## src/rtl/core/assert_macros.svh

```systemverilog
// Assertion macros used by the RTL of the SHA-1 hash engine.
`ifndef ASSERT_MACROS_SVH
`define ASSERT_MACROS_SVH

// The consequent must hold in the same cycle as the antecedent.
`define ASSERT_SAME(label, clk, rst_n, ante, cons) \
    label: assert property (@(posedge clk) disable iff (!rst_n) (ante) |-> (cons)) \
        else $error("Assertion failed: consequent does not hold in the same cycle.");

// The consequent must hold in the cycle after the antecedent.
`define ASSERT_NEXT(label, clk, rst_n, ante, cons) \
    label: assert property (@(posedge clk) disable iff (!rst_n) (ante) |=> (cons)) \
        else $error("Assertion failed: consequent does not hold in the next cycle.");

`endif

```

## src/rtl/core/sha1_pkg.sv

```systemverilog
// Types and constants of the SHA-1 hash engine.
package sha1_pkg;

    typedef logic [31:0] t_word;

    typedef enum logic [2:0] {
        ST_IDLE,
        ST_ROUND,
        ST_ADD,
        ST_PAD_MARK,
        ST_PAD_ZERO,
        ST_LEN,
        ST_OUT
    } t_state;

    localparam int unsigned HashWords = 5;

    localparam t_word IV [HashWords] = '{
        32'h67452301, 32'hefcdab89, 32'h98badcfe, 32'h10325476, 32'hc3d2e1f0
    };

    localparam t_word K0 = 32'h5a827999;
    localparam t_word K1 = 32'h6ed9eba1;
    localparam t_word K2 = 32'h8f1bbcdc;
    localparam t_word K3 = 32'hca62c1d6;

    localparam logic [7:0] PAD_MARK_BYTE = 8'h80;
    localparam logic [5:0] LEN_OFFSET    = 6'd56;
    localparam logic [5:0] FILL_LAST     = 6'd63;
    localparam logic [6:0] ROUND_LAST    = 7'd79;
    localparam logic [2:0] LEN_LAST      = 3'd7;
    localparam logic [63:0] BITS_PER_BYTE = 64'd8;

endpackage

```

## src/rtl/core/sha1_hash_engine_unit.sv

```systemverilog
// SHA-1 hash engine: one message byte per transfer, digest as five words.
// A byte that does not complete a block is taken and ready stays high; a byte
// that completes a block loads the working registers from the chaining value,
// runs 80 rounds on one shared round unit, then the chaining add. An end
// transfer pads one byte per cycle outside its one or two compressions.
// Reset is synchronous and restores the initial chaining value, zero length.
`include "assert_macros.svh"

module sha1_hash_engine_unit (
    input  logic        i_clk,
    input  logic        i_rst_n,
    input  logic        i_valid,
    output logic        o_ready,
    input  logic [7:0]  i_message_byte,
    input  logic        i_byte_present,
    input  logic        i_end_of_message,
    output logic        o_valid,
    input  logic        i_ready,
    output logic [31:0] o_digest_h0,
    output logic [31:0] o_digest_h1,
    output logic [31:0] o_digest_h2,
    output logic [31:0] o_digest_h3,
    output logic [31:0] o_digest_h4
);

    sha1_pkg::t_state r_state, n_state;
    sha1_pkg::t_state r_ret, n_ret;
    sha1_pkg::t_word  r_h [sha1_pkg::HashWords];
    sha1_pkg::t_word  n_h [sha1_pkg::HashWords];
    sha1_pkg::t_word  r_a, r_b, r_c, r_d, r_e;
    sha1_pkg::t_word  n_a, n_b, n_c, n_d, n_e;
    logic [511:0]     r_blk, n_blk;
    logic [5:0]       r_fill, n_fill;
    logic [63:0]      r_bits, n_bits;
    logic [6:0]       r_round, n_round;
    logic [2:0]       r_lcnt, n_lcnt;

    logic             push;
    logic [7:0]       push_byte;
    sha1_pkg::t_state push_after;
    sha1_pkg::t_word  w_cur, w_new, f_val, k_val, t_val;

    logic             in_round;
    logic             round_done;
    logic             restarted;

    assign o_ready     = (r_state == sha1_pkg::ST_IDLE);
    assign o_valid     = (r_state == sha1_pkg::ST_OUT);
    assign o_digest_h0 = r_h[0];
    assign o_digest_h1 = r_h[1];
    assign o_digest_h2 = r_h[2];
    assign o_digest_h3 = r_h[3];
    assign o_digest_h4 = r_h[4];

    // Message schedule window: the oldest word sits at the top of the buffer.
    assign w_cur = r_blk[511:480];
    always_comb begin
        logic [31:0] x;
        x     = r_blk[95:64] ^ r_blk[255:224] ^ r_blk[447:416] ^ w_cur;
        w_new = {x[30:0], x[31]};
    end

    always_comb begin
        case (r_round) inside
            [7'd0:7'd19]: begin
                f_val = (r_b & r_c) | (~r_b & r_d);
                k_val = sha1_pkg::K0;
            end
            [7'd20:7'd39]: begin
                f_val = r_b ^ r_c ^ r_d;
                k_val = sha1_pkg::K1;
            end
            [7'd40:7'd59]: begin
                f_val = (r_b & r_c) | (r_b & r_d) | (r_c & r_d);
                k_val = sha1_pkg::K2;
            end
            default: begin
                f_val = r_b ^ r_c ^ r_d;
                k_val = sha1_pkg::K3;
            end
        endcase
    end

    assign t_val = {r_a[26:0], r_a[31:27]} + f_val + r_e + k_val + w_cur;

    always_comb begin
        n_state    = r_state;
        n_ret      = r_ret;
        n_h        = r_h;
        n_a        = r_a;
        n_b        = r_b;
        n_c        = r_c;
        n_d        = r_d;
        n_e        = r_e;
        n_blk      = r_blk;
        n_fill     = r_fill;
        n_bits     = r_bits;
        n_round    = r_round;
        n_lcnt     = r_lcnt;
        push       = 1'b0;
        push_byte  = 8'h00;
        push_after = r_state;

        case (r_state)
            sha1_pkg::ST_IDLE: begin
                if (i_valid) begin
                    if (i_byte_present) begin
                        push      = 1'b1;
                        push_byte = i_message_byte;
                        n_bits    = r_bits + sha1_pkg::BITS_PER_BYTE;
                    end
                    push_after = i_end_of_message ? sha1_pkg::ST_PAD_MARK : sha1_pkg::ST_IDLE;
                    n_state    = push_after;
                end
            end
            sha1_pkg::ST_ROUND: begin
                n_a     = t_val;
                n_b     = r_a;
                n_c     = {r_b[1:0], r_b[31:2]};
                n_d     = r_c;
                n_e     = r_d;
                n_blk   = {r_blk[479:0], w_new};
                n_round = r_round + 7'd1;
                if (r_round == sha1_pkg::ROUND_LAST) begin
                    n_state = sha1_pkg::ST_ADD;
                end
            end
            sha1_pkg::ST_ADD: begin
                n_h[0]  = r_h[0] + r_a;
                n_h[1]  = r_h[1] + r_b;
                n_h[2]  = r_h[2] + r_c;
                n_h[3]  = r_h[3] + r_d;
                n_h[4]  = r_h[4] + r_e;
                n_state = r_ret;
            end
            sha1_pkg::ST_PAD_MARK: begin
                push       = 1'b1;
                push_byte  = sha1_pkg::PAD_MARK_BYTE;
                push_after = sha1_pkg::ST_PAD_ZERO;
                n_state    = push_after;
            end
            sha1_pkg::ST_PAD_ZERO: begin
                if (r_fill == sha1_pkg::LEN_OFFSET) begin
                    n_state = sha1_pkg::ST_LEN;
                    n_lcnt  = 3'd0;
                end else begin
                    push       = 1'b1;
                    push_after = sha1_pkg::ST_PAD_ZERO;
                    n_state    = push_after;
                end
            end
            sha1_pkg::ST_LEN: begin
                push       = 1'b1;
                push_byte  = r_bits[63:56];
                n_bits     = {r_bits[55:0], 8'h00};
                n_lcnt     = r_lcnt + 3'd1;
                push_after = (r_lcnt == sha1_pkg::LEN_LAST) ? sha1_pkg::ST_OUT
                                                            : sha1_pkg::ST_LEN;
                n_state    = push_after;
            end
            sha1_pkg::ST_OUT: begin
                if (i_ready) begin
                    n_h     = sha1_pkg::IV;
                    n_bits  = '0;
                    n_fill  = '0;
                    n_state = sha1_pkg::ST_IDLE;
                end
            end
            default: begin
                n_state = sha1_pkg::ST_IDLE;
            end
        endcase

        // A byte enters the buffer; the last byte of a block starts a compression.
        if (push) begin
            n_blk  = {r_blk[503:0], push_byte};
            n_fill = r_fill + 6'd1;
            if (r_fill == sha1_pkg::FILL_LAST) begin
                n_state = sha1_pkg::ST_ROUND;
                n_ret   = push_after;
                n_round = '0;
                n_a     = r_h[0];
                n_b     = r_h[1];
                n_c     = r_h[2];
                n_d     = r_h[3];
                n_e     = r_h[4];
            end
        end
    end

    always_ff @(posedge i_clk) begin
        if (!i_rst_n) begin
            r_state <= sha1_pkg::ST_IDLE;
            r_ret   <= sha1_pkg::ST_IDLE;
            r_h     <= sha1_pkg::IV;
            r_fill  <= '0;
            r_bits  <= '0;
            r_round <= '0;
            r_lcnt  <= '0;
        end else begin
            r_state <= n_state;
            r_ret   <= n_ret;
            r_h     <= n_h;
            r_fill  <= n_fill;
            r_bits  <= n_bits;
            r_round <= n_round;
            r_lcnt  <= n_lcnt;
        end
    end

    always_ff @(posedge i_clk) begin
        r_a   <= n_a;
        r_b   <= n_b;
        r_c   <= n_c;
        r_d   <= n_d;
        r_e   <= n_e;
        r_blk <= n_blk;
    end

    assign in_round   = (r_state == sha1_pkg::ST_ROUND);
    assign round_done = in_round && (r_round == sha1_pkg::ROUND_LAST);
    assign restarted  = (r_h[0] == sha1_pkg::IV[0]) && (r_bits == 64'd0) && o_ready;

    `ASSERT_SAME(a_ready_excl_valid, i_clk, i_rst_n, o_valid, !o_ready)
    `ASSERT_SAME(a_round_empty_fill, i_clk, i_rst_n, in_round, r_fill == 6'd0)
    `ASSERT_NEXT(a_round_to_add, i_clk, i_rst_n, round_done, r_state == sha1_pkg::ST_ADD)
    `ASSERT_NEXT(a_restart_chain, i_clk, i_rst_n, o_valid && i_ready, restarted)

endmodule
```

## config.mk

```make
export PLATFORM = sky130hd
export DESIGN_NAME = sha1_hash_engine_unit
export DESIGN_NICKNAME = d
export VERILOG_FILES = /design/src/rtl/core/sha1_pkg.sv /design/src/rtl/core/sha1_hash_engine_unit.sv
export VERILOG_INCLUDE_DIRS = /design/src /design/src/rtl/core
export SDC_FILE = /design/constraint.sdc
export NUM_CORES = 2
export LEC_CHECK = 0
export BUFFER_PORTS_ARGS = -buffer_cell sky130_fd_sc_hd__buf_2
export CAP_MARGIN = 20
export CORE_ASPECT_RATIO = 0.8
export CORE_MARGIN = 2
export CORE_UTILIZATION = 50
export DETAILED_ROUTE_END_ITERATION = 10
export PLACE_DENSITY = 0.77
export SYNTH_ARGS = -nofsm -noshare
export SYNTH_HDL_FRONTEND = slang
export SYNTH_SLANG_ARGS = --single-unit
```

## constraint.sdc

```tcl
create_clock -name i_clk -period 18.5 [get_ports i_clk]
set_input_delay 3.7 -clock i_clk [delete_from_list [all_inputs] [get_ports i_clk]]
set_output_delay 3.7 -clock i_clk [all_outputs]
set_load 0.005 [all_outputs]
```

After elaboration in Yosys (flattened, before gate mapping)
Cells that the tools add are included.

Register bits after elaboration: 918. Bits of input ports: 14. Output and inout bits: 162. Logic and storage cells: 134.

Add/sub/neg operators: 13. Order comparisons: 6. Eq/ne operators: 14. Muxes and demuxes: 55. Bitwise operators: 13. Reduce and logical (&&, ||, !) cells: 16.

Operators with widths (count): 512-bit two-way mux (2); 32-bit two-way mux (20); 160-bit one-hot mux with 2 select lines (1); 32-bit adder (9); 64-bit two-way mux (3); 64-bit one-hot mux with 3 select lines (1); 160-bit two-way mux (1); 32-bit XOR (5); 32-bit bitwise AND (4); 32-bit OR (3); 64-bit by 4-bit adder with 64-bit output (second input constant) (1); 32-bit inverter (1); 31-bit two-way mux (1); 8-bit one-hot mux with 3 select lines (1); 3-bit two-way mux (7); 7-bit two-way mux (3); 3-bit one-hot mux with 7 select lines (1); 6-bit two-way mux (3); 8-bit two-way mux (2); 7-bit by 6-bit <= comparator with 1-bit output (second input constant) (2); 3-bit equality test (second input constant) (4); 6-bit equality test (second input constant) (2); 3-bit one-hot mux with 4 select lines (1); 2-bit nonzero test (5); 22 further kinds (34).

Logic depth before layout (Yosys ltp)
Word-level depth: 13. Depth in mapped cells: 25. Gate-level depth less buffers: 24.

Worst setup path after synthesis
Ideal clock, no wire load.

Path kind: input to register. From: input i_byte_present. To: register r_blk[0], enable pin. Library setup time: 3.632 ns. Data arrival time: 13.275 ns. Required time: 14.868 ns. Path slack: 1.593 ns. Stages: 7. Cell sequence: a32oi_1 > nor2_1 > a21oi_1 > clkbuf_1 > clkbuf_1 > clkbuf_1 > nand2_1.

Cells in the longest elaborated chain, start to end: 4.

RTL lines: from (decl) (RTL line sha1_hash_engine_unit.sv:15) `input logic i_byte_present,`; 1-bit two-way mux (RTL line sha1_hash_engine_unit.sv:107) `if (i_byte_present) begin`; 1-bit two-way mux (RTL line sha1_hash_engine_unit.sv:106) `if (i_valid) begin`; 1-bit one-hot mux with 3 select lines (RTL line sha1_hash_engine_unit.sv:104) `case (r_state)`; 2-bit nonzero test (no source line); to (signal assigned) (RTL line sha1_hash_engine_unit.sv:217) `r_blk <= n_blk;`; to (decl) (RTL line sha1_hash_engine_unit.sv:32) `logic [511:0] r_blk, n_blk;`.

Every way passes these cells. A chain may end at the register's enable or synchronous reset.

Final worst setup path
From: input i_valid. To: register r_blk[405], enable pin.

Cells in the longest elaborated chain, start to end: 3.

RTL lines: from (decl) (RTL line sha1_hash_engine_unit.sv:12) `input logic i_valid,`; 1-bit two-way mux (RTL line sha1_hash_engine_unit.sv:106); 1-bit one-hot mux with 3 select lines (RTL line sha1_hash_engine_unit.sv:104); 2-bit nonzero test (no source line).

Every way passes these cells.

==> impl_metrics.json <==
{
  "status": "complete, no violations",
  "vias": 42845,
  "post_cts_buffers": 0,
  "grt_max_degree": 258,
  "route.met2.wl_um": 65900,
  "timing.final.ws_setup_ns": 11.39,
  "synth.top_cell.area_share_pct": 29.9,
  "avgSynthCellArea_um2": 8.70,
  "max_clock_freq_mhz": 141,
  "path_common_cell": "buf_12",
  "wl_met3_um": 13000,
  "combPwrFrac_pct": 50.9,
  "max_stage_delay_ns": 0.84,
  "fin_skew_ns": 0.0280,
  "crit_buf_inv": 4,
  "rows": 105,
  "clk_pin_slew_ns": 0.06,
  "slew_viol_final": 0,
  "drt_iter0_markers": 5041,
  "hold_violations": 0,
  "viasPerCell": 5.83,
  "hold_buffers": 0,
  "cts_tree": "built",
  "drc": 0,
  "ir_worst_vdd_mv": 0.200,
  "nets": 6268,
  "num-fill-cells": 8902,
  "grtUsageTotal_pct": 26.8,
  "gp_congestion": 0.996,
  "hold_path_class": "reg2reg",
  "syn_nets": 6250,
  "cp_slowest_cell": "buf_4",
  "cts_sinks": 915,
  "synth-edff-count": 512,
  "dp_slack_ns": 10.48,
  "numPortBuffers": 175,
  "cp_max_fo": 233,
  "period_share_pct": 38.4,
  "coreArea_um2": 102000,
  "grt_pass1_vias": 39178,
  "p_sw_mw": 4.81,
  "gr-total-overflow": 0,
  "pwr-share-seq_pct": 30.8,
  "end_kind": "register",
  "syn_inst": 5911,
  "worstPathRequired_ns": 18.82,
  "slew_headroom_pct": 14.1,
  "wl_per_cell_um": 19.8,
  "ys.flop_type": "edfxtp_1",
  "cts_buffer_depth": 3,
  "fin_tns_setup_ns": 0,
  "drive_above_1_share_pct": 6.98,
  "grt_pass1_wl_um": 223000,
  "crit_type": "in2reg",
  "yosys.cell_types.count": 96,
  "finalSetupViolCount": 0,
  "ioPinCount": 176,
  "pwr_density_cell_nw_per_um2": 195,
  "worstMarginPinSlew_ns": 1.29,
  "seq_area_frac_synth_pct": 45.6,
  "finalCriticalPeriod_ns": 7.11,
  "die_w_um": 363,
  "leakage_nw": 23.9,
  "ant_nets": 0,
  "antenna_found_initial": 2,
  "clk_latency_ns": 0.71,
  "cts_resized": 0,
  "switching_share_pct": 43.6,
  "initial_core_util_pct": 50.3,
  "numCtsBuffers": 92,
  "fp.dieArea_um2": 105000,
  "synth_area_um2": 51400,
  "drt-pass1-iter-count": 6,
  "drt-met1-wl_um": 60100,
  "h-tree-depth": 3,
  "cp.arrival_ns": 7.42,
  "maxCapViolations": 0,
  "areaGrowthSynthToFinish_pct": 9.96,
  "p_clk_share_pct": 18.2,
  "dp_hpwl_um": 99900,
  "ys_ff_latch": 915,
  "async_flop_share_pct": 0,
  "synth_area_leaders": "edfxtp_1 30%, dfxtp_1 16%, nand2_1 14%, fa_1 4.9%, ha_1 4.9%",
  "cts_root_buffer": "clkbuf_16",
  "crit_chain": "buf_2 -> a32oi_1 -> nor2_1 -> a21oi_4 -> buf_12 -> nand2_4 -> buf_4 -> buf_12",
  "synth_warnings": 0,
  "internal_power_mw": 6.23,
  "rsz0062_at_grt": "no",
  "synth_area_leader_cell": "edfxtp_1",
  "finalWirelength_um": 145000,
  "top_layer": "met5",
  "fp.dieH_um": 291,
  "total_power_mw": 11.0,
  "critPathLaunchType": "primary input",
  "cpLargestDelayFamily": "buffers and inverters"
}
-- cells in the mapped netlist, types with 32 or more instances --
cell,n
a22oi_1,54
a21o_1,78
nand2b_1,35
mux2i_1,32
xnor2_1,193
nor2_1,392
nand3_1,62
nor2b_1,67
a21oi_1,226
edfxtp_1,512
nand2_1,1973
o21ai_0,226
clkbuf_1,273
a221oi_1,41
ha_1,200
dfxtp_1,403
nor3_1,47
o22ai_1,65
fa_1,125
and3_1,38
inv_1,228
a31oi_1,154
and2_1,47
xor2_1,85
-- metrics by stage --
stage | hold WS, ns | utilization, % | instance area [um^2] | cells
2_1_floorplan | 0.422 | - | 51400 | 5911
3_3_place_gp | 0.444 | 52.1 | 53300 | 7170
3_5_place_dp | 0.463 | 52.1 | 53300 | 7170
4_1_cts | 0.474 | 55.3 | 56500 | 7341
5_1_grt | 0.498 | 55.3 | 56500 | 7343
6_report | 0.476 | 55.3 | 56500 | 7345
-- final cells by class --
type	instances	area (um^2)	area share, %
multi-input cells	4477	26100	46.1
flip-flops and latches	915	23400	41.5
clock buffers	109	2430	4.29
well taps	1337	1670	2.96
repair buffers	212	1250	2.20
inverters	231	867	1.53
clock inverters	62	792	1.40
diodes	2	5.00	0.00885
-- routing by layer --
metal	GRT usage [%]	vias to the layer above
li1	-	20184
met5	0	-
met2	41.5	1807
met1	36.5	20477
met3	5.55	375
met4	11.1	2
-- worst register-to-register path, cell delays in order (launching register included) --
cell and delay [ns]:
dfxtp_1 0.34, ha_1 0.24, nor2_1 0.19, o211ai_1 0.15
o2111ai_2 0.12, buf_4 0.35, inv_2 0.28, nor2_1 0.39
buf_4 0.32, inv_2 0.21, nor2_1 0.16, nor2_1 0.07
fa_1 0.47, fa_1 0.53, inv_1 0.05, ha_1 0.33
nor2b_1 0.17, o31ai_1 0.39, a21oi_1 0.22, a2111oi_1 0.60
o21ai_1 0.20, nand2_1 0.15, o21ai_1 0.12, o31ai_1 0.28
xor2_1 0.19, o21ai_1 0.07
-- kinds of logic (layout without fill, tap and decap cells) --
family / Yosys count / count (layout) / synth area share (%)
AOI/OAI and AO/OA: 1077 / 1077 / 13.4
xor gates and xnor gates: 278 / 278 / 4.74
adders and majority gates: 325 / 325 / 9.73
buffers and inverters: 519 / 614 / 3.85
DFF: 915 / 915 / 45.6
muxes: 34 / 34 / 0.667
other: 0 / 2 / 0
and+or+nand+nor: 2763 / 2763 / 22.0
-- state kept, by name (all words and copies together) (netlist names), 32 cells and up --
signal       count
r_d             32
o_digest_h0     32
o_digest_h2     32
r_bits          61
r_a             32
r_b             32
o_digest_h3     32
o_digest_h1     32
o_digest_h4     32
r_c             32
r_blk          512
r_e             32
-- power groups by stage --
stage | Clock, mW | Sequential, mW | Combinational, mW
2_1_floorplan | 0 | 3.16 | 4.30
5_1_grt | 2.11 | 3.43 | 6.27
3_3_place_gp | 0 | 3.40 | 5.38
3_5_place_dp | 0 | 3.41 | 5.49
4_1_cts | 2.04 | 3.37 | 5.55
6_report | 2.01 | 3.40 | 5.62
-- layout by cell type, fill, tap and decap left out, types with 67 or more instances in the layout --
| master | instances |
|---|---|
| nor2_1 | 389 |
| edfxtp_1 | 512 |
| dfxtp_1 | 403 |
| inv_1 | 228 |
| clkbuf_16 | 92 |
| a21o_1 | 77 |
| a21oi_1 | 225 |
| fa_1 | 125 |
| nor2b_1 | 67 |
| a31oi_1 | 154 |
| nand2_1 | 1969 |
| ha_1 | 200 |
| xor2_1 | 85 |
| buf_2 | 174 |
| xnor2_1 | 193 |
| o21ai_0 | 225 |
-- final timing paths --
path	start	end	slack, ns	cells past startpoint
setup reg to reg	r_round[0]	r_a[29]	11.74	25
setup / recovery	i_valid	r_blk[405]	11.39	8
hold reg to reg	r_fill[5]	r_fill[5]	0.48	1
hold / removal	r_fill[5]	r_fill[5]	0.48	1
No activity file was read; power rests on OpenSTA's default activity.
